--- src/sv/abbt_pkg.sv ---
// ----------------------------------------------------------------------------
// abbt_pkg
// Shared types and constants of the transformed bounding box block.
// ----------------------------------------------------------------------------
package abbt_pkg;

    // opcode field values
    localparam logic OP_LOAD = 1'b0;
    localparam logic OP_BOX  = 1'b1;

    // matrix shape: three rows of {a, b, c, t}
    localparam int ROWS     = 3;
    localparam int COLS     = 4;
    localparam int COL_T    = 3;
    localparam int AXES     = 3;

    // queue between front and back
    localparam int QDEPTH   = 2;
    localparam int QPTR_W   = $clog2(QDEPTH);
    localparam int QCNT_W   = $clog2(QDEPTH + 1);

    // words carried per queue entry (six box coordinates, or four coefficients)
    localparam int QWORDS   = 6;

    typedef enum logic {
        KIND_LOAD = 1'b0,
        KIND_BOX  = 1'b1
    } t_kind;

    // head of the queue, as seen by the back part
    typedef struct packed {
        logic       valid;
        t_kind      kind;
        logic [1:0] row;
    } t_q_head;

endpackage

--- src/sv/abbt_if.sv ---
// ----------------------------------------------------------------------------
// abbt_in_if / abbt_out_if
// Valid/ready channels for input items and result items.
// ----------------------------------------------------------------------------
interface abbt_in_if #(parameter int CW = 32);
    logic                 valid;
    logic                 ready;
    logic                 opcode;
    logic [1:0]           row_index;
    logic signed [CW-1:0] coef_a;
    logic signed [CW-1:0] coef_b;
    logic signed [CW-1:0] coef_c;
    logic signed [CW-1:0] coef_t;
    logic signed [CW-1:0] box_min_x;
    logic signed [CW-1:0] box_min_y;
    logic signed [CW-1:0] box_min_z;
    logic signed [CW-1:0] box_max_x;
    logic signed [CW-1:0] box_max_y;
    logic signed [CW-1:0] box_max_z;

    modport source (output valid, opcode, row_index, coef_a, coef_b, coef_c, coef_t,
                    box_min_x, box_min_y, box_min_z, box_max_x, box_max_y, box_max_z,
                    input ready);
    modport sink   (input valid, opcode, row_index, coef_a, coef_b, coef_c, coef_t,
                    box_min_x, box_min_y, box_min_z, box_max_x, box_max_y, box_max_z,
                    output ready);
endinterface


--- src/sv/abbt_front.sv ---
// ----------------------------------------------------------------------------
// abbt_front
// Accept items, drop loads to the unused row, queue the rest for the back part.
// ----------------------------------------------------------------------------
module abbt_front
    import abbt_pkg::*;
#(
    parameter int CW = 32
) (
    input  logic                   i_clk,
    input  logic                   i_rst_n,
    abbt_in_if.sink                i_in,
    input  logic                   i_pop,
    output t_q_head                o_head,
    output logic [QWORDS*CW-1:0]   o_data
);

    localparam int EW = 1 + 2 + QWORDS*CW;

    logic [EW-1:0]      r_mem [QDEPTH];
    logic [QPTR_W-1:0]  r_wptr, r_rptr;
    logic [QCNT_W-1:0]  r_cnt;
    logic [EW-1:0]      n_entry;
    logic               w_acc, w_push;

    assign i_in.ready = (r_cnt != QCNT_W'(QDEPTH));
    assign w_acc      = i_in.valid && i_in.ready;
    // a load aimed past the last row has no effect: drop it here
    assign w_push     = w_acc && !(i_in.opcode == OP_LOAD && i_in.row_index == 2'd3);

    always_comb begin
        if (i_in.opcode == OP_LOAD) begin
            n_entry = {KIND_LOAD, i_in.row_index,
                       {(2*CW){1'b0}},
                       i_in.coef_t, i_in.coef_c, i_in.coef_b, i_in.coef_a};
        end else begin
            n_entry = {KIND_BOX, 2'd0,
                       i_in.box_max_z, i_in.box_max_y, i_in.box_max_x,
                       i_in.box_min_z, i_in.box_min_y, i_in.box_min_x};
        end
    end

    always_ff @(posedge i_clk) begin
        if (w_push) begin
            r_mem[r_wptr] <= n_entry;
        end
    end

    always_ff @(posedge i_clk) begin
        if (!i_rst_n) begin
            r_wptr <= '0;
            r_rptr <= '0;
            r_cnt  <= '0;
        end else begin
            if (w_push) begin
                r_wptr <= (r_wptr == QPTR_W'(QDEPTH-1)) ? '0 : r_wptr + 1'b1;
            end
            if (i_pop) begin
                r_rptr <= (r_rptr == QPTR_W'(QDEPTH-1)) ? '0 : r_rptr + 1'b1;
            end
            r_cnt <= r_cnt + QCNT_W'(w_push) - QCNT_W'(i_pop);
        end
    end

    assign o_head.valid = (r_cnt != '0);
    assign o_head.kind  = t_kind'(r_mem[r_rptr][EW-1]);
    assign o_head.row   = r_mem[r_rptr][EW-2:EW-3];
    assign o_data       = r_mem[r_rptr][QWORDS*CW-1:0];

endmodule

--- src/flat_wrapper.sv ---
// flat-port wrapper written by rule: the top's interface ports become plain ports
module abbt_front_flat import abbt_pkg::*;
#(
    parameter int CW = 32
)
  (i_clk, i_rst_n, i_pop, o_head, o_data, i_in_valid, i_in_opcode, i_in_row_index, i_in_coef_a, i_in_coef_b, i_in_coef_c, i_in_coef_t, i_in_box_min_x, i_in_box_min_y, i_in_box_min_z, i_in_box_max_x, i_in_box_max_y, i_in_box_max_z, i_in_ready);
  abbt_in_if #(.CW(CW)) i_in_i ();
  input  logic i_clk;
  input  logic i_rst_n;
  input  logic i_pop;
  output t_q_head o_head;
  output logic [QWORDS*CW-1:0] o_data;
  input wire logic [$bits(i_in_i.valid)-1:0] i_in_valid;
  input wire logic [$bits(i_in_i.opcode)-1:0] i_in_opcode;
  input wire logic [$bits(i_in_i.row_index)-1:0] i_in_row_index;
  input wire logic [$bits(i_in_i.coef_a)-1:0] i_in_coef_a;
  input wire logic [$bits(i_in_i.coef_b)-1:0] i_in_coef_b;
  input wire logic [$bits(i_in_i.coef_c)-1:0] i_in_coef_c;
  input wire logic [$bits(i_in_i.coef_t)-1:0] i_in_coef_t;
  input wire logic [$bits(i_in_i.box_min_x)-1:0] i_in_box_min_x;
  input wire logic [$bits(i_in_i.box_min_y)-1:0] i_in_box_min_y;
  input wire logic [$bits(i_in_i.box_min_z)-1:0] i_in_box_min_z;
  input wire logic [$bits(i_in_i.box_max_x)-1:0] i_in_box_max_x;
  input wire logic [$bits(i_in_i.box_max_y)-1:0] i_in_box_max_y;
  input wire logic [$bits(i_in_i.box_max_z)-1:0] i_in_box_max_z;
  output wire logic [$bits(i_in_i.ready)-1:0] i_in_ready;
  assign i_in_i.valid = i_in_valid;
  assign i_in_i.opcode = i_in_opcode;
  assign i_in_i.row_index = i_in_row_index;
  assign i_in_i.coef_a = i_in_coef_a;
  assign i_in_i.coef_b = i_in_coef_b;
  assign i_in_i.coef_c = i_in_coef_c;
  assign i_in_i.coef_t = i_in_coef_t;
  assign i_in_i.box_min_x = i_in_box_min_x;
  assign i_in_i.box_min_y = i_in_box_min_y;
  assign i_in_i.box_min_z = i_in_box_min_z;
  assign i_in_i.box_max_x = i_in_box_max_x;
  assign i_in_i.box_max_y = i_in_box_max_y;
  assign i_in_i.box_max_z = i_in_box_max_z;
  assign i_in_ready = i_in_i.ready;
  abbt_front #(.CW(CW)) u_core (.i_clk(i_clk), .i_rst_n(i_rst_n), .i_in(i_in_i), .i_pop(i_pop), .o_head(o_head), .o_data(o_data));
endmodule
--- config.mk ---
export PLATFORM = sky130hd
export DESIGN_NAME = abbt_front_flat
export DESIGN_NICKNAME = d
export VERILOG_FILES = /design/src/sv/abbt_pkg.sv /design/src/sv/abbt_if.sv /design/src/sv/abbt_front.sv /design/src/flat_wrapper.sv
export SDC_FILE = /design/constraint.sdc
export NUM_CORES = 1
export LEC_CHECK = 0
export ABC_AREA = 1
export BUFFER_PORTS_ARGS = -buffer_cell sky130_fd_sc_hd__buf_2
export CORE_MARGIN = 2
export CORE_UTILIZATION = 40
export CTS_BUF_LIST = sky130_fd_sc_hd__clkbuf_8 sky130_fd_sc_hd__clkbuf_16
export DETAILED_ROUTE_END_ITERATION = 8
export PLACE_DENSITY = 0.64
export SKIP_LAST_GASP = 1
export SLEW_MARGIN = 10
export SYNTH_ARGS = -nofsm -noshare
export SYNTH_HDL_FRONTEND = slang
export SYNTH_SLANG_ARGS = --single-unit
export TNS_END_PERCENT = 20
--- constraint.sdc ---
create_clock -name i_clk -period 10.65 [get_ports i_clk]
set_input_delay 2.13 -clock i_clk [delete_from_list [all_inputs] [get_ports i_clk]]
set_output_delay 2.13 -clock i_clk [all_outputs]
set_load 0.03 [all_outputs]
==> results.yml, run 1 <==
critical_path:
  r2r_slack_ns: 7.74
  start_kind: "flip-flop"
  cp.arrival_ns: 3.63
  crit_path_max_fanout: 53
  end_kind: "primary output"
  crit_required_ns: 8.52
  crit_type: "reg2out"
  reg2reg_from: "u_core.r_cnt[0]"
  r2r_cells: 8
  r2r-end: "u_core.r_mem[0][102]"
power:
  sw_frac_of_total_pct: 26.1
  clkPwrFrac_pct: 35.6
  power.share.sequential_pct: 46.9
  internal_power_mw: 3.03
  switching_power_mw: 1.07
  leakage_nw: 9.70
  p_per_area_nw_per_um2: 191
  comb_power_share_pct: 17.5
  ir_drop_v: 0.0000999
global_route:
  grt_overflow: 0
  grtUsageMet1_pct: 21.4
  grt_first_pass_wirelength_um: 61400
  busiest_layer: "met2"
  grt_antenna_before_repair: 6
  grt_pass1_vias: 11000
  grt_max_degree: 79
  grt.total_usage_pct: 18.4
  use_met2_pct: 31.8
  met3_usage_pct: 4.90
synth:
  synth_area_per_cell_sq_um: 14.3
  ys_types: 17
  syn_area_sq_um: 17000
  syn-num-nets: 1521
  ys_ff_latch: 395
  yosys_warnings: 0
  synthCells: 1193
  seq_area_frac_synth_pct: 69.3
final_layout:
  nets: 2041
  area_growth_pct: 25.8
  utilization_pct: 51.0
  drive_above_1_share_pct: 45.5
  final_area_sq_um: 21400
die:
  core_area_sq_um: 42000
  start_util_pct: 40.5
  fp-row-count: 75
  dieWidth_um: 210
  die_area_sq_um: 44300
  ioPinCount: 524
  die_h_um: 210
timing:
  hold_viol: 0
  worst_pin_slew_ns: 1.06
  max_freq_mhz: 174
  fin_ws_ns: 4.89
  setup_violations: 0
  whs_ns: 0.515
  finalCritPeriodShare_pct: 54.1
  min_period_ns: 5.76
  slew_headroom_pct: 29.3
  fin_worst_skew_ns: 0.00837
  drv_slew: 0
  setup_tns_ns: 0
  rsz0062_at_grt: "false"
clock_tree:
  numCtsBuffers: 41
  worstSkewPairLatency_ns: 0.54
  postCtsResizedCells: 0
  clockBufferDepth: 3
  cts_setup_buffers: 0
  cts_hold_buf: 0
  clk_pin_slew_ns: 0.06
  htreeDepth: 2
  cts_sinks: 395
  ctsRootBufferMaster: "clkbuf_16"
  cts_tree: "yes"
routing:
  drc: 0
  routed_wl_um: 42200
  wl_per_cell_um: 18.5
  dr.pass1.iters: 5
  drtIter0Drc: 707
  vias: 10800
  vias_per_cell: 4.73
  ant_nets: 0
worst_hold_path:
  whs_path_depth: 2
  hold_class: "reg2reg"
  worstHoldStart: "u_core.r_rptr"
place:
  place_ws_ns: 5.44
  port_buffers: 523
  place_congestion: 0.826
  dp_hpwl_um: 30100
  placed_cell_area_sq_um: 20000
run_status:
  status: "finished clean"
job:
  drv_cap: 0
worst max-delay path by stage:
| stage | cells past startpoint | endpoint | from |
|---|---|---|---|
| after floorplan | 5 | u_core.r_mem[0][0] | i_in_opcode |
| after global routing | 4 | o_data[1] | flip-flop |
| after CTS | 4 | o_data[1] | flip-flop |
| final | 4 | o_data[1] | flip-flop |
| after global placement | 4 | o_data[1] | flip-flop |
| after detailed placement | 4 | o_data[1] | flip-flop |
layout make-up:
cell class | count | area (sq um)
Inverter | 71 | 269
Antenna cell | 3 | 7.51
Timing Repair Buffer | 535 | 2710
Clock buffer | 41 | 1030
Sequential cell | 395 | 11800
Fill cell | 3689 | 20600
Multi-Input combinational cell | 669 | 4580
Tap cell | 539 | 674
Clock inverter | 32 | 352
through the flow:
stage | power, mW | std cells
6_report | 4.10 | 2285
5_1_grt | 4.25 | 2285
4_1_cts | 4.15 | 2282
3_5_place_dp | 2.68 | 2209
3_3_place_gp | 2.67 | 2209
2_1_floorplan | 2.47 | 1193
worst max-delay path, stage by stage (launching register included):
cell and delay (ns):
dfxtp_4 0.87, buf_4 0.68, buf_4 0.84, mux2_2 0.42, buf_2 0.18
metal layers:
metal  routed length, um  share of wire [%]
met3                3050                7.2
met4                1820                4.3
met1               16200                 38
met5                  27              0.064
met2               21100                 50
cell families after synthesis:
logic type | share of synthesized area [%]
compound gates | 0.0881
xor+xnor | 0.0514
simple gates | 10.4
mux | 16.2
fa+ha+maj | 0.0734
buf+inv | 3.91
flops | 69.3
placed cells by master, fill, tap and decap left out:
cell type	count
inv_4	1
nand2_1	454
buf_2	522
nor2_4	2
diode_2	3
clkinv_1	11
dfxtp_4	1
clkinv_2	5
dfxtp_1	4
nand3_1	1
bufinv_16	8
buf_6	1
xor2_1	1
edfxtp_1	390
nor2_2	1
or2_2	1
mux2_4	150
mux2_2	45
clkbuf_16	41
nor2_1	10
o21ai_0	2
inv_1	75
a21oi_1	1
buf_4	12
inv_6	3
ha_1	1
power by group through the flow:
stage	clock [mW]	sequential, mW	combinational (mW)
3_3_place_gp	0	1.95	0.716
5_1_grt	1.55	1.93	0.767
6_report	1.46	1.92	0.717
4_1_cts	1.50	1.92	0.725
2_1_floorplan	0	1.97	0.507
3_5_place_dp	0	1.96	0.722
flip-flops by register name (all words and copies together), names as in the netlist, named ones only:
signal	flops
u_core.r_rptr	1
u_core.r_mem	390
u_core.r_cnt	2
u_core.r_wptr	1
cells in the mapped netlist (all sizes together):
master,count,area [sq um]
nand2,454,1700
edfxtp,390,11700
mux2,195,2760
inv,71,267
buf,55,388
nor2,13,51.3
dfxtp,5,100
clkbuf,3,11.3
o21ai,2,10.0
a21oi,1,5.00
ha,1,12.5
nand3,1,5.00
or2,1,6.26
xor2,1,8.76
No activity file was read; power rests on OpenSTA's default activity.
==> run 2, diff against run 1 <==
- ABC_AREA: 1 -> 0
- PLACE_DENSITY: 0.64 -> 0.62
- clock period: 10.65 -> 5.4 ns (I/O delays scaled with it)
==> results.yml, run 2 <==
routing:
  dr.pass1.iters: 4
  drc: 0
  ant_nets: 0
  vias_per_cell: 4.75
  wl_per_cell_um: 19.1
  drtIter0Drc: 400
  vias: 9277
  routed_wl_um: 37200
clock_tree:
  worstSkewPairLatency_ns: 0.54
  clockBufferDepth: 3
  postCtsResizedCells: 0
  numCtsBuffers: 42
  cts_hold_buf: 0
  htreeDepth: 2
  ctsRootBufferMaster: "clkbuf_16"
  cts_tree: "yes"
  cts_sinks: 395
  clk_pin_slew_ns: 0.06
  cts_setup_buffers: 0
die:
  die_h_um: 207
  dieWidth_um: 207
  start_util_pct: 40.4
  ioPinCount: 524
  core_area_sq_um: 40700
  die_area_sq_um: 42800
  fp-row-count: 74
power:
  sw_frac_of_total_pct: 26.1
  p_per_area_nw_per_um2: 394
  power.share.sequential_pct: 45.8
  ir_drop_v: 0.000230
  switching_power_mw: 2.15
  clkPwrFrac_pct: 36.1
  internal_power_mw: 6.10
  leakage_nw: 8.10
  comb_power_share_pct: 18.1
job:
  drv_cap: 0
timing:
  finalCritPeriodShare_pct: 67.4
  slew_headroom_pct: 21.9
  worst_pin_slew_ns: 1.17
  hold_viol: 0
  drv_slew: 0
  setup_violations: 0
  rsz0062_at_grt: "false"
  setup_tns_ns: 0
  fin_worst_skew_ns: 0.00680
  min_period_ns: 3.64
  max_freq_mhz: 275
final_layout:
  mostFrequentLayoutCells: "522 x buf_2, 390 x edfxtp_1, 313 x mux2_2, 66 x and2_1, 45 x clkbuf_16"
  nets: 1710
  largest_reg_flops: 390
  layout_commonest_cell: "buf_2"
  max_flop_register: "u_core.r_mem"
  stdcell_count: 1951
  top_regs: "u_core.r_mem (390), u_core.r_cnt (2)"
  drive_above_1_share_pct: 65.1
  fillers: 3433
  area_growth_pct: 27.4
critical_path:
  end_kind: "primary output"
  crit_required_ns: 4.32
  crit_path_max_fanout: 112
  cp.arrival_ns: 2.56
  start_kind: "flip-flop"
  crit_type: "reg2out"
synth:
  syn_area_sq_um: 16500
  ys_ff_latch: 395
  yosys-top-cells-count: "390 x edfxtp_1, 313 x mux2_2, 66 x and2_1"
  yosys_warnings: 0
  syn-num-nets: 1179
  synth_edf_count: 390
  synth_area_per_cell_sq_um: 19.3
  seq_area_frac_synth_pct: 71.8
  yosysTopAreaCellShare_pct: 71.2
  synthCells: 851
  synth.most_common_cell: "edfxtp_1"
  synthFlopType: "edfxtp_1"
  yosys.area.top_type: "edfxtp_1"
  ys_types: 24
  synth_area_leaders: "edfxtp_1 71%, mux2_2 21%, and2_1 2.5%"
  async_flop_share_pct: 0
global_route:
  grt_max_degree: 159
  grt_first_pass_wirelength_um: 53100
  use_met2_pct: 29.0
  grt_antenna_before_repair: 5
  grt_overflow: 0
  grtUsageMet1_pct: 19.4
  met3_usage_pct: 4.43
  grt.total_usage_pct: 16.7
  busiest_layer: "met2"
  grt_pass1_vias: 9398
place:
  place_congestion: 0.797
  dp.cells: 1870
  port_buffers: 523
  dp_hpwl_um: 25000
run_status:
  status: "finished clean"
worst_hold_path:
  hold_class: "reg2reg"
==> run 2: cell count changes in the layout (fill, tap and decap cells not counted), moves of 5 or more <==
cell and change:
nand2_1 -452, nor2_1 -10, mux2_4 -140, clkinv_1 -8, mux2_2 +268, and2_1 +66, buf_4 -9, inv_1 -61
buf_12 +5
==> run 2: layout make-up <==
cell class | instances | area [sq um] | area share (%)
well taps | 532 | 666 | 3.18
inverters | 3 | 11.3 | 0.0537
multi-input cells | 409 | 4250 | 20.3
clock inverters | 30 | 314 | 1.50
flip-flops and latches | 395 | 11800 | 56.4
repair buffers | 531 | 2750 | 13.1
diodes | 5 | 12.5 | 0.0597
clock buffers | 46 | 1140 | 5.44
==> run 2: kinds of logic (layout without fill, tap and decap cells) <==
kind of cell             count (synthesis)  in the layout  share of synthesized area (%)
XOR/XNOR                                 2              2                          0.106
other                                    0              5                              0
multiplexers                           324            324                           22.4
AND/OR/NAND/NOR                         79             79                           3.06
buffers and inverters                   47            610                           2.44
adder cells (fa/ha/maj)                  1              1                         0.0760
flip-flops                             395            395                           71.8
AO/OA/AOI/OAI                            3              3                          0.122
==> run 2: layer usage <==
layer	wire length, um	vias up
met3	2940	64
met4	981	2
met1	14300	4509
met2	19000	338
met5	13	-
li1	-	4364
==> run 2: critical path: stages (launching register included) <==
cell	delay (ns)
dfxtp_4	0.69
buf_12	0.52
mux2_2	0.45
buf_2	0.19
==> run 2: final timing paths <==
| path | cells after the start | startpoint | end | slack (ns) |
|---|---|---|---|---|
| max | 3 | flip-flop | o_data[2] | 1.76 |
| min | 2 | u_core.r_wptr | u_core.r_wptr | 0.52 |
| max reg2reg | 5 | u_core.r_cnt[1] | u_core.r_mem[1][186] | 3.15 |
| min reg2reg | 2 | u_core.r_wptr | u_core.r_wptr | 0.52 |
==> run 2: power by group through the flow <==
stage / combinational [mW] / clock, mW / sequential, mW
after floorplan: 1.04 / 0 / 3.87
after global placement: 1.51 / 0 / 3.83
after detailed placement: 1.51 / 0 / 3.85
after CTS: 1.52 / 3.08 / 3.78
after global routing: 1.59 / 3.19 / 3.80
final: 1.49 / 2.98 / 3.78
==> run 2: metrics by stage <==
| step | utilization [%] | hold slack [ns] | cell area (sq um) | total power, mW | worst slack [ns] |
|---|---|---|---|---|---|
| after CTS | 51.4 | 0.517 | 20900 | 8.38 | 1.67 |
| after global routing | 51.4 | 0.527 | 21000 | 8.58 | 1.63 |
| after detailed placement | 47.8 | 0.509 | 19500 | 5.36 | 1.93 |
| after global placement | 47.8 | 0.496 | 19500 | 5.34 | 1.96 |
| after floorplan | - | 0.463 | 16500 | 4.90 | -1.72 |
| final | 51.4 | 0.517 | 21000 | 8.25 | 1.76 |
==> run 3, diff against run 2 <==
- clock period: 5.4 -> 3.4 ns (I/O delays scaled with it)
==> results.yml, run 3 (synthesis gave the netlist of run 2 again) <==
worst_hold_path:
  hold_class: "in2reg"
final_layout:
  mostFrequentLayoutCells: "522 x buf_2, 390 x edfxtp_1, 313 x mux2_2, 66 x and2_1, 45 x clkbuf_16"
  regArea_sq_um: 11800
  largest_reg_flops: 390
  drive_above_1_share_pct: 65.0
  utilization_pct: 51.5
  area_growth_pct: 27.5
  fillers: 3458
  nets: 1719
  max_flop_register: "u_core.r_mem"
  top_regs: "u_core.r_mem (390), u_core.r_cnt (2)"
  multiInputGateArea_sq_um: 4250
  layout_commonest_cell: "buf_2"
  final_area_sq_um: 21000
power:
  total_power_mw: 12.7
  leakage_nw: 8.11
  p_per_area_nw_per_um2: 605
  ir_drop_v: 0.000356
die:
  fp-row-count: 74
  die_area_sq_um: 42800
  core_area_sq_um: 40700
  die_h_um: 207
  start_util_pct: 40.4
  dieWidth_um: 207
  ioPinCount: 524
clock_tree:
  cts_hold_buf: 0
  ctsRootBufferMaster: "clkbuf_16"
  clk_pin_slew_ns: 0.06
  worstSkewPairLatency_ns: 0.55
  cts_setup_buffers: 0
  postCtsResizedCells: 0
  cts_tree: "yes"
  clockBufferDepth: 3
  numCtsBuffers: 42
  htreeDepth: 2
  cts_sinks: 395
place:
  place_congestion: 0.748
  placed_cell_area_sq_um: 19700
  port_buffers: 523
  dp_hpwl_um: 25700
critical_path:
  cp.arrival_ns: 2.28
  crit_path_max_fanout: 60
  start_kind: "flip-flop"
  end_kind: "primary output"
  crit_required_ns: 2.72
  crit_type: "reg2out"
timing:
  whs_ns: 0.434
  rsz0062_at_grt: "false"
  setup_tns_ns: 0
  slew_headroom_pct: 44.7
  fin_worst_skew_ns: 0.0135
  worst_pin_slew_ns: 0.829
  min_period_ns: 2.96
  hold_viol: 0
  drv_slew: 0
  finalCritPeriodShare_pct: 87.0
  setup_violations: 0
  max_freq_mhz: 338
routing:
  routed_wl_um: 37100
  dr.pass1.iters: 4
  vias: 9289
  ant_nets: 0
  vias_per_cell: 4.75
  wl_per_cell_um: 19.0
  drc: 0
  drtIter0Drc: 331
global_route:
  grt_first_pass_wirelength_um: 53500
  grt_pass1_vias: 9624
  grt_max_degree: 123
  grt.total_usage_pct: 16.8
  grt_overflow: 0
  grt_antenna_before_repair: 4
job:
  drv_cap: 0
run_status:
  status: "finished clean"
==> run 3: cell count changes in the layout (fill, tap and decap cells not counted) <==
cell        delta
clkbuf_8       -1
and3b_1        -1
clkinv_1       +6
clkinvlp_4     -1
diode_2        -4
clkinv_4       -1
and3b_2        +1
bufinv_16      -5
buf_12         +9
==> run 3: cell type report <==
| class | instances | area share, % |
|---|---|---|
| multi-input combinational | 409 | 20.3 |
| inverter | 3 | 0.0537 |
| timing repair buffer | 540 | 14.0 |
| antenna | 1 | 0.0119 |
| tap | 532 | 3.17 |
| sequential | 395 | 56.3 |
| clock buffer | 45 | 5.37 |
| clock inverter | 29 | 0.811 |
==> run 3: final timing paths <==
kind	end	slack [ns]	from	cells past startpoint
worst max-delay path	o_data[188]	0.44	flip-flop	3
worst min-delay path	u_core.r_mem[1][135]	0.43	i_in_box_max_y[7]	2
worst max register to register	u_core.r_mem[0][52]	1.42	u_core.r_cnt[1]	5
worst min register to register	u_core.r_wptr	0.52	u_core.r_wptr	2
==> run 3: routing by layer <==
layer | GRT usage [%] | up-vias | share of wire, %
li1 | - | 4380 | -
met1 | 19.5 | 4537 | 39
met2 | 29.6 | 299 | 52
met3 | 4.93 | 67 | 6.6
met4 | 5.85 | 6 | 2.6
met5 | 0 | - | 0.094
==> run 3: per-stage QoR <==
step,setup slack [ns],instances
2_1_floorplan,-1.11,851
3_3_place_gp,0.894,1879
3_5_place_dp,0.853,1879
4_1_cts,0.359,1953
5_1_grt,0.314,1954
6_report,0.441,1954
==> run 3: report_power, final <==
| group | internal [mW] | switching (mW) | leakage [nW] |
|---|---|---|---|
| combinational | 0.887 | 1.51 | 3.74 |
| sequential | 5.90 | 0.104 | 3.69 |
| clock | 2.52 | 1.76 | 0.683 |
==> run 3: worst max-delay path, stage by stage (launching register included) <==
cell,delay [ns]
dfxtp_4,0.69
buf_12,0.36
mux2_2,0.41
buf_2,0.19
